[src/rtl/elevator_order_scheduler_defines.svh]
// Assertion macros shared by the elevator order scheduler RTL.
`ifndef ELEVATOR_ORDER_SCHEDULER_DEFINES_SVH
`define ELEVATOR_ORDER_SCHEDULER_DEFINES_SVH

// Check a condition at every clock edge outside reset.
`define EOS_ASSERT_ALWAYS(label, cond, msg) \
  label: assert property (@(posedge clk) disable iff (!rst_n) (cond)) \
    else $error(msg);

// Check that an antecedent implies a consequent in the next cycle.
`define EOS_ASSERT_NEXT(label, ante, cons, msg) \
  label: assert property (@(posedge clk) disable iff (!rst_n) (ante) |=> (cons)) \
    else $error(msg);

`endif

[src/rtl/eos_pkg.sv]
// Package: codes, field widths and beat types of the elevator order scheduler.
`default_nettype none
package eos_pkg;

  localparam int NumFloorsDef = 4;
  localparam int MaxFloors    = 16;
  localparam int LampW        = 4;
  localparam int CmdW         = 2;
  localparam int KindW        = 2;
  localparam int FloorW       = 2;
  localparam int DirW         = 2;

  typedef logic [CmdW-1:0]   cmd_t;
  typedef logic [KindW-1:0]  kind_t;
  typedef logic [FloorW-1:0] floor_t;
  typedef logic [DirW-1:0]   dir_t;
  typedef logic [LampW-1:0]  lamp_t;

  localparam cmd_t CMD_QUERY = 2'd0;
  localparam cmd_t CMD_PRESS = 2'd1;
  localparam cmd_t CMD_SERVE = 2'd2;
  localparam cmd_t CMD_CLEAR = 2'd3;

  localparam kind_t BTN_HALL_UP   = 2'd0;
  localparam kind_t BTN_HALL_DOWN = 2'd1;
  localparam kind_t BTN_CAB       = 2'd2;

  localparam dir_t DIR_STOP = 2'd0;
  localparam dir_t DIR_UP   = 2'd1;
  localparam dir_t DIR_DOWN = 2'd2;

  typedef struct packed {
    cmd_t   cmd;
    kind_t  button_kind;
    floor_t button_floor;
    floor_t car_floor;
    logic   car_between;
    dir_t   car_direction;
  } eos_item_t;

  typedef struct packed {
    dir_t  next_direction;
    logic  should_stop;
    logic  no_orders;
    logic  order_here;
    lamp_t lamp_up;
    lamp_t lamp_down;
    lamp_t lamp_cab;
  } eos_result_t;

endpackage
`default_nettype wire

[src/rtl/eos_in_if.sv]
// Interface: input channel carrying one command beat.
`default_nettype none
interface eos_in_if;
  import eos_pkg::*;

  logic   valid;
  logic   ready;
  cmd_t   cmd;
  kind_t  button_kind;
  floor_t button_floor;
  floor_t car_floor;
  logic   car_between;
  dir_t   car_direction;

  modport source (
    output valid, cmd, button_kind, button_floor, car_floor, car_between, car_direction,
    input  ready
  );
  modport sink (
    input  valid, cmd, button_kind, button_floor, car_floor, car_between, car_direction,
    output ready
  );
endinterface
`default_nettype wire

[src/rtl/eos_out_if.sv]
// Interface: result channel carrying one scheduler decision beat.
`default_nettype none
interface eos_out_if;
  import eos_pkg::*;

  logic  valid;
  logic  ready;
  dir_t  next_direction;
  logic  should_stop;
  logic  no_orders;
  logic  order_here;
  lamp_t lamp_up;
  lamp_t lamp_down;
  lamp_t lamp_cab;

  modport source (
    output valid, next_direction, should_stop, no_orders, order_here,
           lamp_up, lamp_down, lamp_cab,
    input  ready
  );
  modport sink (
    input  valid, next_direction, should_stop, no_orders, order_here,
           lamp_up, lamp_down, lamp_cab,
    output ready
  );
endinterface
`default_nettype wire

[src/rtl/elevator_order_scheduler.sv]
// Top level: elevator order store, direction decider and stop logic.
`default_nettype none
// Elevator order scheduler. Each input beat may press a button, serve the car's
// floor, clear all orders or just query; the block then returns one result beat
// with the next motor direction, the stop decision at the car's floor, the
// empty-orders flag, the order-at-floor flag and the three lamp masks, all
// computed from the orders after that beat's update. A beat is captured in an
// input register, the order update and decision run in one short combinational
// pass, and the result lands in an output register; one beat per cycle is
// sustained while the result is taken, set by the read-modify-write of the
// order masks. in_ch.ready drops only while both registers are full and the
// result is not taken. Lamp outputs show floors 0 to 3 only.
module elevator_order_scheduler #(
  parameter int NUM_FLOORS = eos_pkg::NumFloorsDef
) (
  input  wire     clk,
  input  wire     rst_n,
  eos_in_if.sink    in_ch,
  eos_out_if.source out_ch
);
  import eos_pkg::*;
  `include "elevator_order_scheduler_defines.svh"

  typedef logic [NUM_FLOORS-1:0] mask_t;

  localparam mask_t FloorOne = {{(NUM_FLOORS-1){1'b0}}, 1'b1};

  // Pipeline control and payload.
  logic        s1_valid_r;
  eos_item_t   s1_r;
  logic        out_valid_r;
  eos_result_t out_r;
  logic        out_take;
  logic        s1_adv;

  // Order and lamp state.
  mask_t up_orders_r, down_orders_r, up_lamps_r, down_lamps_r, cab_lamps_r;
  mask_t up_orders_nxt, down_orders_nxt, up_lamps_nxt, down_lamps_nxt, cab_lamps_nxt;

  // Decision signals.
  logic        fl_in_range, bfl_in_range;
  mask_t       here_bit, btn_bit, all_orders, below_mask, below, above;
  logic        here, stop;
  dir_t        nd;
  logic [MaxFloors-1:0] lamp_up_wide, lamp_down_wide, lamp_cab_wide;
  eos_result_t res;

  // Output register frees when empty or being drained; input stage advances into it.
  assign out_take    = !out_valid_r || out_ch.ready;
  assign s1_adv      = s1_valid_r && out_take;
  assign in_ch.ready = !s1_valid_r || out_take;

  always_ff @(posedge clk) begin
    if (!rst_n) begin
      s1_valid_r <= 1'b0;
    end else if (in_ch.ready) begin
      s1_valid_r <= in_ch.valid;
    end
  end

  // Capture the beat; payload needs no reset.
  always_ff @(posedge clk) begin
    if (in_ch.valid && in_ch.ready) begin
      s1_r.cmd           <= in_ch.cmd;
      s1_r.button_kind   <= in_ch.button_kind;
      s1_r.button_floor  <= in_ch.button_floor;
      s1_r.car_floor     <= in_ch.car_floor;
      s1_r.car_between   <= in_ch.car_between;
      s1_r.car_direction <= in_ch.car_direction;
    end
  end

  // Order update: apply the command of the beat in the input register.
  always_comb begin
    fl_in_range  = int'(s1_r.car_floor) < NUM_FLOORS;
    bfl_in_range = int'(s1_r.button_floor) < NUM_FLOORS;
    here_bit     = fl_in_range ? (FloorOne << s1_r.car_floor) : '0;
    btn_bit      = FloorOne << s1_r.button_floor;

    up_orders_nxt   = up_orders_r;
    down_orders_nxt = down_orders_r;
    up_lamps_nxt    = up_lamps_r;
    down_lamps_nxt  = down_lamps_r;
    cab_lamps_nxt   = cab_lamps_r;

    case (s1_r.cmd)
      CMD_PRESS: begin
        if (bfl_in_range) begin
          case (s1_r.button_kind)
            BTN_HALL_UP: begin
              // No up button at the top floor.
              if (int'(s1_r.button_floor) != NUM_FLOORS - 1) begin
                up_orders_nxt = up_orders_r | btn_bit;
                up_lamps_nxt  = up_lamps_r | btn_bit;
              end
            end
            BTN_HALL_DOWN: begin
              // No down button at the ground floor.
              if (s1_r.button_floor != '0) begin
                down_orders_nxt = down_orders_r | btn_bit;
                down_lamps_nxt  = down_lamps_r | btn_bit;
              end
            end
            BTN_CAB: begin
              up_orders_nxt   = up_orders_r | btn_bit;
              down_orders_nxt = down_orders_r | btn_bit;
              cab_lamps_nxt   = cab_lamps_r | btn_bit;
            end
            default: ;
          endcase
        end
      end
      CMD_SERVE: begin
        // Serve only when standing at a valid floor.
        if (!s1_r.car_between) begin
          up_orders_nxt   = up_orders_r & ~here_bit;
          down_orders_nxt = down_orders_r & ~here_bit;
          up_lamps_nxt    = up_lamps_r & ~here_bit;
          down_lamps_nxt  = down_lamps_r & ~here_bit;
          cab_lamps_nxt   = cab_lamps_r & ~here_bit;
        end
      end
      CMD_CLEAR: begin
        up_orders_nxt   = '0;
        down_orders_nxt = '0;
        up_lamps_nxt    = '0;
        down_lamps_nxt  = '0;
        cab_lamps_nxt   = '0;
      end
      default: ;
    endcase
  end

  // Direction and stop decision from the updated orders.
  always_comb begin
    all_orders = up_orders_nxt | down_orders_nxt;
    below_mask = here_bit - FloorOne;
    // A car floor beyond the shaft sees every order below it.
    below      = fl_in_range ? (all_orders & below_mask) : all_orders;
    above      = fl_in_range ? (all_orders & ~(below_mask | here_bit)) : '0;
    here       = |(all_orders & here_bit);

    case (s1_r.car_direction)
      DIR_UP: begin
        nd = (|above) ? DIR_UP : ((|below) ? DIR_DOWN : DIR_STOP);
      end
      DIR_DOWN: begin
        nd = (|below) ? DIR_DOWN : ((|above) ? DIR_UP : DIR_STOP);
      end
      default: begin
        // Stopped, or an unknown code: an order at the floor below goes down first.
        if (here && s1_r.car_between) begin
          nd = DIR_DOWN;
        end else begin
          nd = (|above) ? DIR_UP : ((|below) ? DIR_DOWN : DIR_STOP);
        end
      end
    endcase

    stop = 1'b0;
    if (!s1_r.car_between && fl_in_range) begin
      if (s1_r.car_floor == '0 || int'(s1_r.car_floor) == NUM_FLOORS - 1) begin
        stop = here;
      end else if (s1_r.car_direction == DIR_UP) begin
        if (|(up_orders_nxt & here_bit)) begin
          stop = 1'b1;
        end else if (|(down_orders_nxt & here_bit)) begin
          stop = ~|above;
        end
      end else if (s1_r.car_direction == DIR_DOWN) begin
        if (|(down_orders_nxt & here_bit)) begin
          stop = 1'b1;
        end else if (|(up_orders_nxt & here_bit)) begin
          stop = ~|below;
        end
      end
    end

    lamp_up_wide   = MaxFloors'(up_lamps_nxt);
    lamp_down_wide = MaxFloors'(down_lamps_nxt);
    lamp_cab_wide  = MaxFloors'(cab_lamps_nxt);

    res.next_direction = nd;
    res.should_stop    = stop;
    res.no_orders      = ~|all_orders;
    res.order_here     = !s1_r.car_between && here;
    res.lamp_up        = lamp_up_wide[LampW-1:0];
    res.lamp_down      = lamp_down_wide[LampW-1:0];
    res.lamp_cab       = lamp_cab_wide[LampW-1:0];
  end

  // Commit the order update as the beat moves to the result register.
  always_ff @(posedge clk) begin
    if (!rst_n) begin
      up_orders_r   <= '0;
      down_orders_r <= '0;
      up_lamps_r    <= '0;
      down_lamps_r  <= '0;
      cab_lamps_r   <= '0;
    end else if (s1_adv) begin
      up_orders_r   <= up_orders_nxt;
      down_orders_r <= down_orders_nxt;
      up_lamps_r    <= up_lamps_nxt;
      down_lamps_r  <= down_lamps_nxt;
      cab_lamps_r   <= cab_lamps_nxt;
    end
  end

  always_ff @(posedge clk) begin
    if (!rst_n) begin
      out_valid_r <= 1'b0;
    end else if (out_take) begin
      out_valid_r <= s1_valid_r;
    end
  end

  always_ff @(posedge clk) begin
    if (s1_adv) begin
      out_r <= res;
    end
  end

  assign out_ch.valid          = out_valid_r;
  assign out_ch.next_direction = out_r.next_direction;
  assign out_ch.should_stop    = out_r.should_stop;
  assign out_ch.no_orders      = out_r.no_orders;
  assign out_ch.order_here     = out_r.order_here;
  assign out_ch.lamp_up        = out_r.lamp_up;
  assign out_ch.lamp_down      = out_r.lamp_down;
  assign out_ch.lamp_cab       = out_r.lamp_cab;

  // A lit lamp always has its order pending.
  `EOS_ASSERT_ALWAYS(a_lamps_have_orders,
    ((up_lamps_r & ~up_orders_r) == '0) && ((down_lamps_r & ~down_orders_r) == '0) &&
    ((cab_lamps_r & ~(up_orders_r & down_orders_r)) == '0), "lamp lit without order")
  // A clear beat empties the whole store.
  `EOS_ASSERT_NEXT(a_clear_empties, s1_adv && (s1_r.cmd == CMD_CLEAR),
    (up_orders_r == '0) && (down_orders_r == '0) && (cab_lamps_r == '0),
    "orders left after clear")
  // A stop is only requested at a floor holding an order.
  `EOS_ASSERT_ALWAYS(a_stop_needs_order,
    !out_valid_r || !out_r.should_stop || out_r.order_here, "stop without order here")
  // With no orders the car has nowhere to go.
  `EOS_ASSERT_ALWAYS(a_idle_when_empty,
    !out_valid_r || !out_r.no_orders || (out_r.next_direction == DIR_STOP),
    "direction chosen with no orders")

endmodule
`default_nettype wire
[src/flat_wrapper.sv]
// flat-port wrapper written by rule: the top's interface ports become plain ports
module elevator_order_scheduler_flat import eos_pkg::*;
#(
  parameter int NUM_FLOORS = eos_pkg::NumFloorsDef
)
  (clk, rst_n, in_ch_valid, in_ch_cmd, in_ch_button_kind, in_ch_button_floor, in_ch_car_floor, in_ch_car_between, in_ch_car_direction, in_ch_ready, out_ch_valid, out_ch_next_direction, out_ch_should_stop, out_ch_no_orders, out_ch_order_here, out_ch_lamp_up, out_ch_lamp_down, out_ch_lamp_cab, out_ch_ready);
  eos_in_if in_ch_i ();
  eos_out_if out_ch_i ();
  input  wire clk;
  input  wire rst_n;
  input wire logic [$bits(in_ch_i.valid)-1:0] in_ch_valid;
  input wire logic [$bits(in_ch_i.cmd)-1:0] in_ch_cmd;
  input wire logic [$bits(in_ch_i.button_kind)-1:0] in_ch_button_kind;
  input wire logic [$bits(in_ch_i.button_floor)-1:0] in_ch_button_floor;
  input wire logic [$bits(in_ch_i.car_floor)-1:0] in_ch_car_floor;
  input wire logic [$bits(in_ch_i.car_between)-1:0] in_ch_car_between;
  input wire logic [$bits(in_ch_i.car_direction)-1:0] in_ch_car_direction;
  output wire logic [$bits(in_ch_i.ready)-1:0] in_ch_ready;
  output wire logic [$bits(out_ch_i.valid)-1:0] out_ch_valid;
  output wire logic [$bits(out_ch_i.next_direction)-1:0] out_ch_next_direction;
  output wire logic [$bits(out_ch_i.should_stop)-1:0] out_ch_should_stop;
  output wire logic [$bits(out_ch_i.no_orders)-1:0] out_ch_no_orders;
  output wire logic [$bits(out_ch_i.order_here)-1:0] out_ch_order_here;
  output wire logic [$bits(out_ch_i.lamp_up)-1:0] out_ch_lamp_up;
  output wire logic [$bits(out_ch_i.lamp_down)-1:0] out_ch_lamp_down;
  output wire logic [$bits(out_ch_i.lamp_cab)-1:0] out_ch_lamp_cab;
  input wire logic [$bits(out_ch_i.ready)-1:0] out_ch_ready;
  assign in_ch_i.valid = in_ch_valid;
  assign in_ch_i.cmd = in_ch_cmd;
  assign in_ch_i.button_kind = in_ch_button_kind;
  assign in_ch_i.button_floor = in_ch_button_floor;
  assign in_ch_i.car_floor = in_ch_car_floor;
  assign in_ch_i.car_between = in_ch_car_between;
  assign in_ch_i.car_direction = in_ch_car_direction;
  assign in_ch_ready = in_ch_i.ready;
  assign out_ch_valid = out_ch_i.valid;
  assign out_ch_next_direction = out_ch_i.next_direction;
  assign out_ch_should_stop = out_ch_i.should_stop;
  assign out_ch_no_orders = out_ch_i.no_orders;
  assign out_ch_order_here = out_ch_i.order_here;
  assign out_ch_lamp_up = out_ch_i.lamp_up;
  assign out_ch_lamp_down = out_ch_i.lamp_down;
  assign out_ch_lamp_cab = out_ch_i.lamp_cab;
  assign out_ch_i.ready = out_ch_ready;
  elevator_order_scheduler #(.NUM_FLOORS(NUM_FLOORS)) u_core (.clk(clk), .rst_n(rst_n), .in_ch(in_ch_i), .out_ch(out_ch_i));
endmodule
[config.mk]
export PLATFORM = sky130hd
export DESIGN_NAME = elevator_order_scheduler_flat
export DESIGN_NICKNAME = d
export VERILOG_FILES = /design/src/rtl/eos_pkg.sv /design/src/rtl/eos_in_if.sv /design/src/rtl/eos_out_if.sv /design/src/rtl/elevator_order_scheduler.sv /design/src/flat_wrapper.sv
export VERILOG_INCLUDE_DIRS = /design/src /design/src/rtl
export SDC_FILE = /design/constraint.sdc
export NUM_CORES = 1
export LEC_CHECK = 0
export ABC_AREA = 1
export BUFFER_PORTS_ARGS = -buffer_cell sky130_fd_sc_hd__buf_4
export CORE_MARGIN = 5
export CORE_UTILIZATION = 45
export DETAILED_ROUTE_END_ITERATION = 12
export GPL_ROUTABILITY_DRIVEN = 0
export PLACE_DENSITY_LB_ADDON = 0.05
export SYNTH_ARGS = -nofsm -noshare
export SYNTH_HDL_FRONTEND = slang
export SYNTH_SLANG_ARGS = --single-unit
[constraint.sdc]
create_clock -name clk -period 2.02 [get_ports clk]
set_input_delay 0.303 -clock clk [delete_from_list [all_inputs] [get_ports clk]]
set_output_delay 0.303 -clock clk [all_outputs]
set_load 0.005 [all_outputs]
==> impl_metrics.py <==
metrics = {
    "clocking": {
        "cts_root_buf": "clkbuf_8",
        "numCtsBuffers": 5,
        "cts_tree": "yes",
        "clk_pin_slew_ns": 0.09,
        "h-tree-depth": 2,
        "cts.sinks": 50,
        "postCtsHoldBufs": 0,
        "clockBufferDepth": 2,
        "insertion_delay_ns": 0.30,
    },
    "timing": {
        "tightest_slew_ns": 0.4067,
        "layout_min_cycle_time_ns": 2.034,
        "layout_setup_ws_ns": -0.01377,
        "setup_viol": 1,
        "whs_ns": 0.1694,
        "clock_skew_ns": 0.008146,
        "drv_slew": 0,
        "fin_crit_sh": 1.007,
        "max-slew-margin-rel": 0.7289,
        "hold_viol": 0,
        "max_freq_mhz": 491.7,
        "rsz0062_at_grt": "true",
    },
    "power_and_ir_drop": {
        "leakagePower_nw": 1.589,
        "combPwrFrac": 0.187,
        "clockPowerShare": 0.304,
        "p_switching_mw": 0.5816,
        "seq_power_share": 0.508,
        "p_sw_frac": 0.2542,
        "ir_drop_v": 0.0003986,
        "cellPowerDensity_nw_per_um2": 669.5,
        "internal-power_mw": 1.706,
        "report.power.total_mw": 2.288,
    },
    "global_routing": {
        "grt_overflow": 0,
        "antenna_found_initial": 0,
        "grt_pass1_wl_um": 8735,
        "grt_usage": 0.1503,
        "first_global_vias": 1968,
        "grt_max_degree": 41,
    },
    "worst_setup_path": {
        "required_ns": 2.08,
        "cp_slowest_cell": "edfxtp_1",
        "cpMostUsedCell": "nand2_2",
        "crit_arrival_ns": 2.10,
        "start_kind": "register",
        "r2r_cells": 16,
        "rrSetupSlack_ns": -0.01,
        "crit_path_cell_trace": "inv_2, buf_6, ha_4, buf_4, nand2_4, nor2_4, nand2_2, nand3_2, nand2_2, nand2_2, nor2_4, nand2_2, buf_4, nand3b_1, nand3_1, inv_1",
        "crit_type": "register to register",
        "crit_path_max_incr_delay_ns": 0.42,
        "worst-path-max-fanout": 4,
        "cp-end-kind": "register",
    },
    "synth": {
        "syn_inst": 285,
        "synth_commonest_cells": "nand2_1 (48), inv_1 (39), nor2_1 (33)",
        "synth_compound_area_frac": 0.1116,
        "yosys_warnings": 0,
        "synth.most_common_cell": "nand2_1",
        "synthFlopType": "edfxtp_1",
        "synth_edf_count": 28,
        "synthTopCellsByArea": "edfxtp_1 (34%), dfxtp_1 (18%), nand2_1 (7.2%), inv_1 (5.9%), ha_1 (5.5%)",
        "yosysSeqAreaShare": 0.5125,
        "async_flop_share": 0,
        "synth.distinct_cells": 33,
        "ys_ff_latch": 50,
        "synth_adder_area_share": 0.05506,
        "syn_area_per_cell_sq_um": 8.772,
        "synth_xor_area_frac": 0.007007,
        "yosysTopAreaCell": "edfxtp_1",
        "synth_top_area_frac": 0.3363,
        "synth_mux_area_frac": 0,
        "yosys.area_share.simple": 0.2362,
        "syn_nets": 311,
        "synth_top_family_by_area": "simple AND/OR/NAND/NOR gates",
        "synthesis.area_sq_um": 2500,
    },
    "route": {
        "via_count": 2108,
        "drtIter0Drc": 91,
        "finalWirelength_um": 5337,
        "drc_errors": 0,
        "via_per_inst": 4.868,
        "antenna_left": 0,
        "avgRoutedWirePerCell_um": 12.33,
        "first_pass_iters": 4,
    },
    "floorplan": {
        "ios": 34,
        "die_area_sq_um": 7146,
        "die_x_um": 84.54,
        "start_util": 0.4596,
        "core_area_sq_um": 5439,
        "dieHeight_um": 84.54,
        "num_rows": 27,
    },
    "finish": {
        "post-route-util": 0.6282,
        "regMostFlops": "u_core.s1_r",
        "final_cells": 433,
        "drive_gt1_frac": 0.4017,
        "syn2layout_area_growth_pct": 36.69,
        "largest_reg_flops": 11,
        "fin_nets": 386,
        "antenna_cells": 0,
    },
    "outcome": {
        "status": "finished with violations",
        "failed_checks": "negative setup slack",
    },
    "placed_design": {
        "dp_hpwl_um": 3843,
        "port_buffers": 33,
        "dp_cells": 410,
    },
    "job": {
        "maxCapViolCount": 0,
    },
    "worst_hold_path": {
        "min_path_cells": 1,
        "hold_class": "input pin to register",
    },
}
cell families (layout without fill, tap and decap cells):
family,Yosys count,in the layout
buffers and inverters,49,125
DFF,50,50
and+or+nand+nor,123,123
AOI/OAI and AO/OA,50,50
xor gates and xnor gates,2,2
adders and majority gates,11,11
critical path, delay by kind of cell (launching register included):
| family | cells | cell delay (ns) |
|---|---|---|
| flops | 1 | 0.42 |
| fa+ha+maj | 1 | 0.15 |
| buf+inv | 5 | 0.49 |
| simple gates | 10 | 0.73 |
power groups by stage:
stage	Sequential, mW	Combinational, mW	Clock [mW]
6_report	1.16	0.429	0.696
3_5_place_dp	1.18	0.349	0
4_1_cts	1.16	0.353	0.717
5_1_grt	1.17	0.475	0.758
3_3_place_gp	1.18	0.348	0
2_1_floorplan	1.18	0.205	0
per-layer routing:
| metal | vias up | global-route usage | wire length, um |
|---|---|---|---|
| li1 | 1087 | - | - |
| met1 | 963 | 0.1936 | 2392 |
| met2 | 47 | 0.2505 | 2561 |
| met3 | 11 | 0.03337 | 282 |
| met4 | 0 | 0.04892 | 101 |
| met5 | - | 0 | 0 |
layout make-up:
type,instances,area [sq um]
Sequential cell,50,1281
Multi-Input combinational cell,186,1199
Inverter,44,170.2
Clock buffer,6,72.57
Timing Repair Buffer,73,568.0
Clock inverter,2,36.28
Tap cell,72,90.09
Fill cell,463,2022
stage by stage:
step | setup slack [ns] | TNS [ns] | area [sq um]
finish | -0.01377 | -0.01377 | 3417
CTS | 0.0006610 | 0 | 3123
global route | -0.1381 | -0.3294 | 3417
floorplan | 0.1047 | 0 | 2500
detailed placement | -0.05395 | -0.07168 | 2999
global placement | -0.01810 | -0.02000 | 2999
path summary, 6_finish.rpt:
check,start,to
min,in_ch_cmd[0],u_core.s1_r[9]$_DFFE_PP_
max,u_core.s1_r[7]$_DFFE_PP_,u_core.out_ch.next_direction[0]$_DFFE_PP_
max reg2reg,u_core.s1_r[7]$_DFFE_PP_,u_core.out_ch.next_direction[0]$_DFFE_PP_
min reg2reg,u_core.up_lamps_r[3]$_SDFFE_PN0P_,u_core.up_lamps_r[3]$_SDFFE_PN0P_
what timing repair did:
item,in CTS,in global routing
gates cloned,0,0
pin swaps,0,29
setup endpoints to repair,3,4
gates resized for setup,2,51
buffers inserted,2,13
cells in the final DEF, fill, tap and decap left out, types with 5 or more instances in the layout:
master,count
o21ai_0,17
nand2_2,22
edfxtp_1,28
dfxtp_1,22
nand3_2,5
nand3_1,13
nor2_1,31
nand2_4,7
buf_4,70
a21oi_1,16
ha_1,6
clkbuf_8,5
inv_2,10
inv_1,32
nand2_1,31
Note: power is estimated with default switching activity, not from simulation.
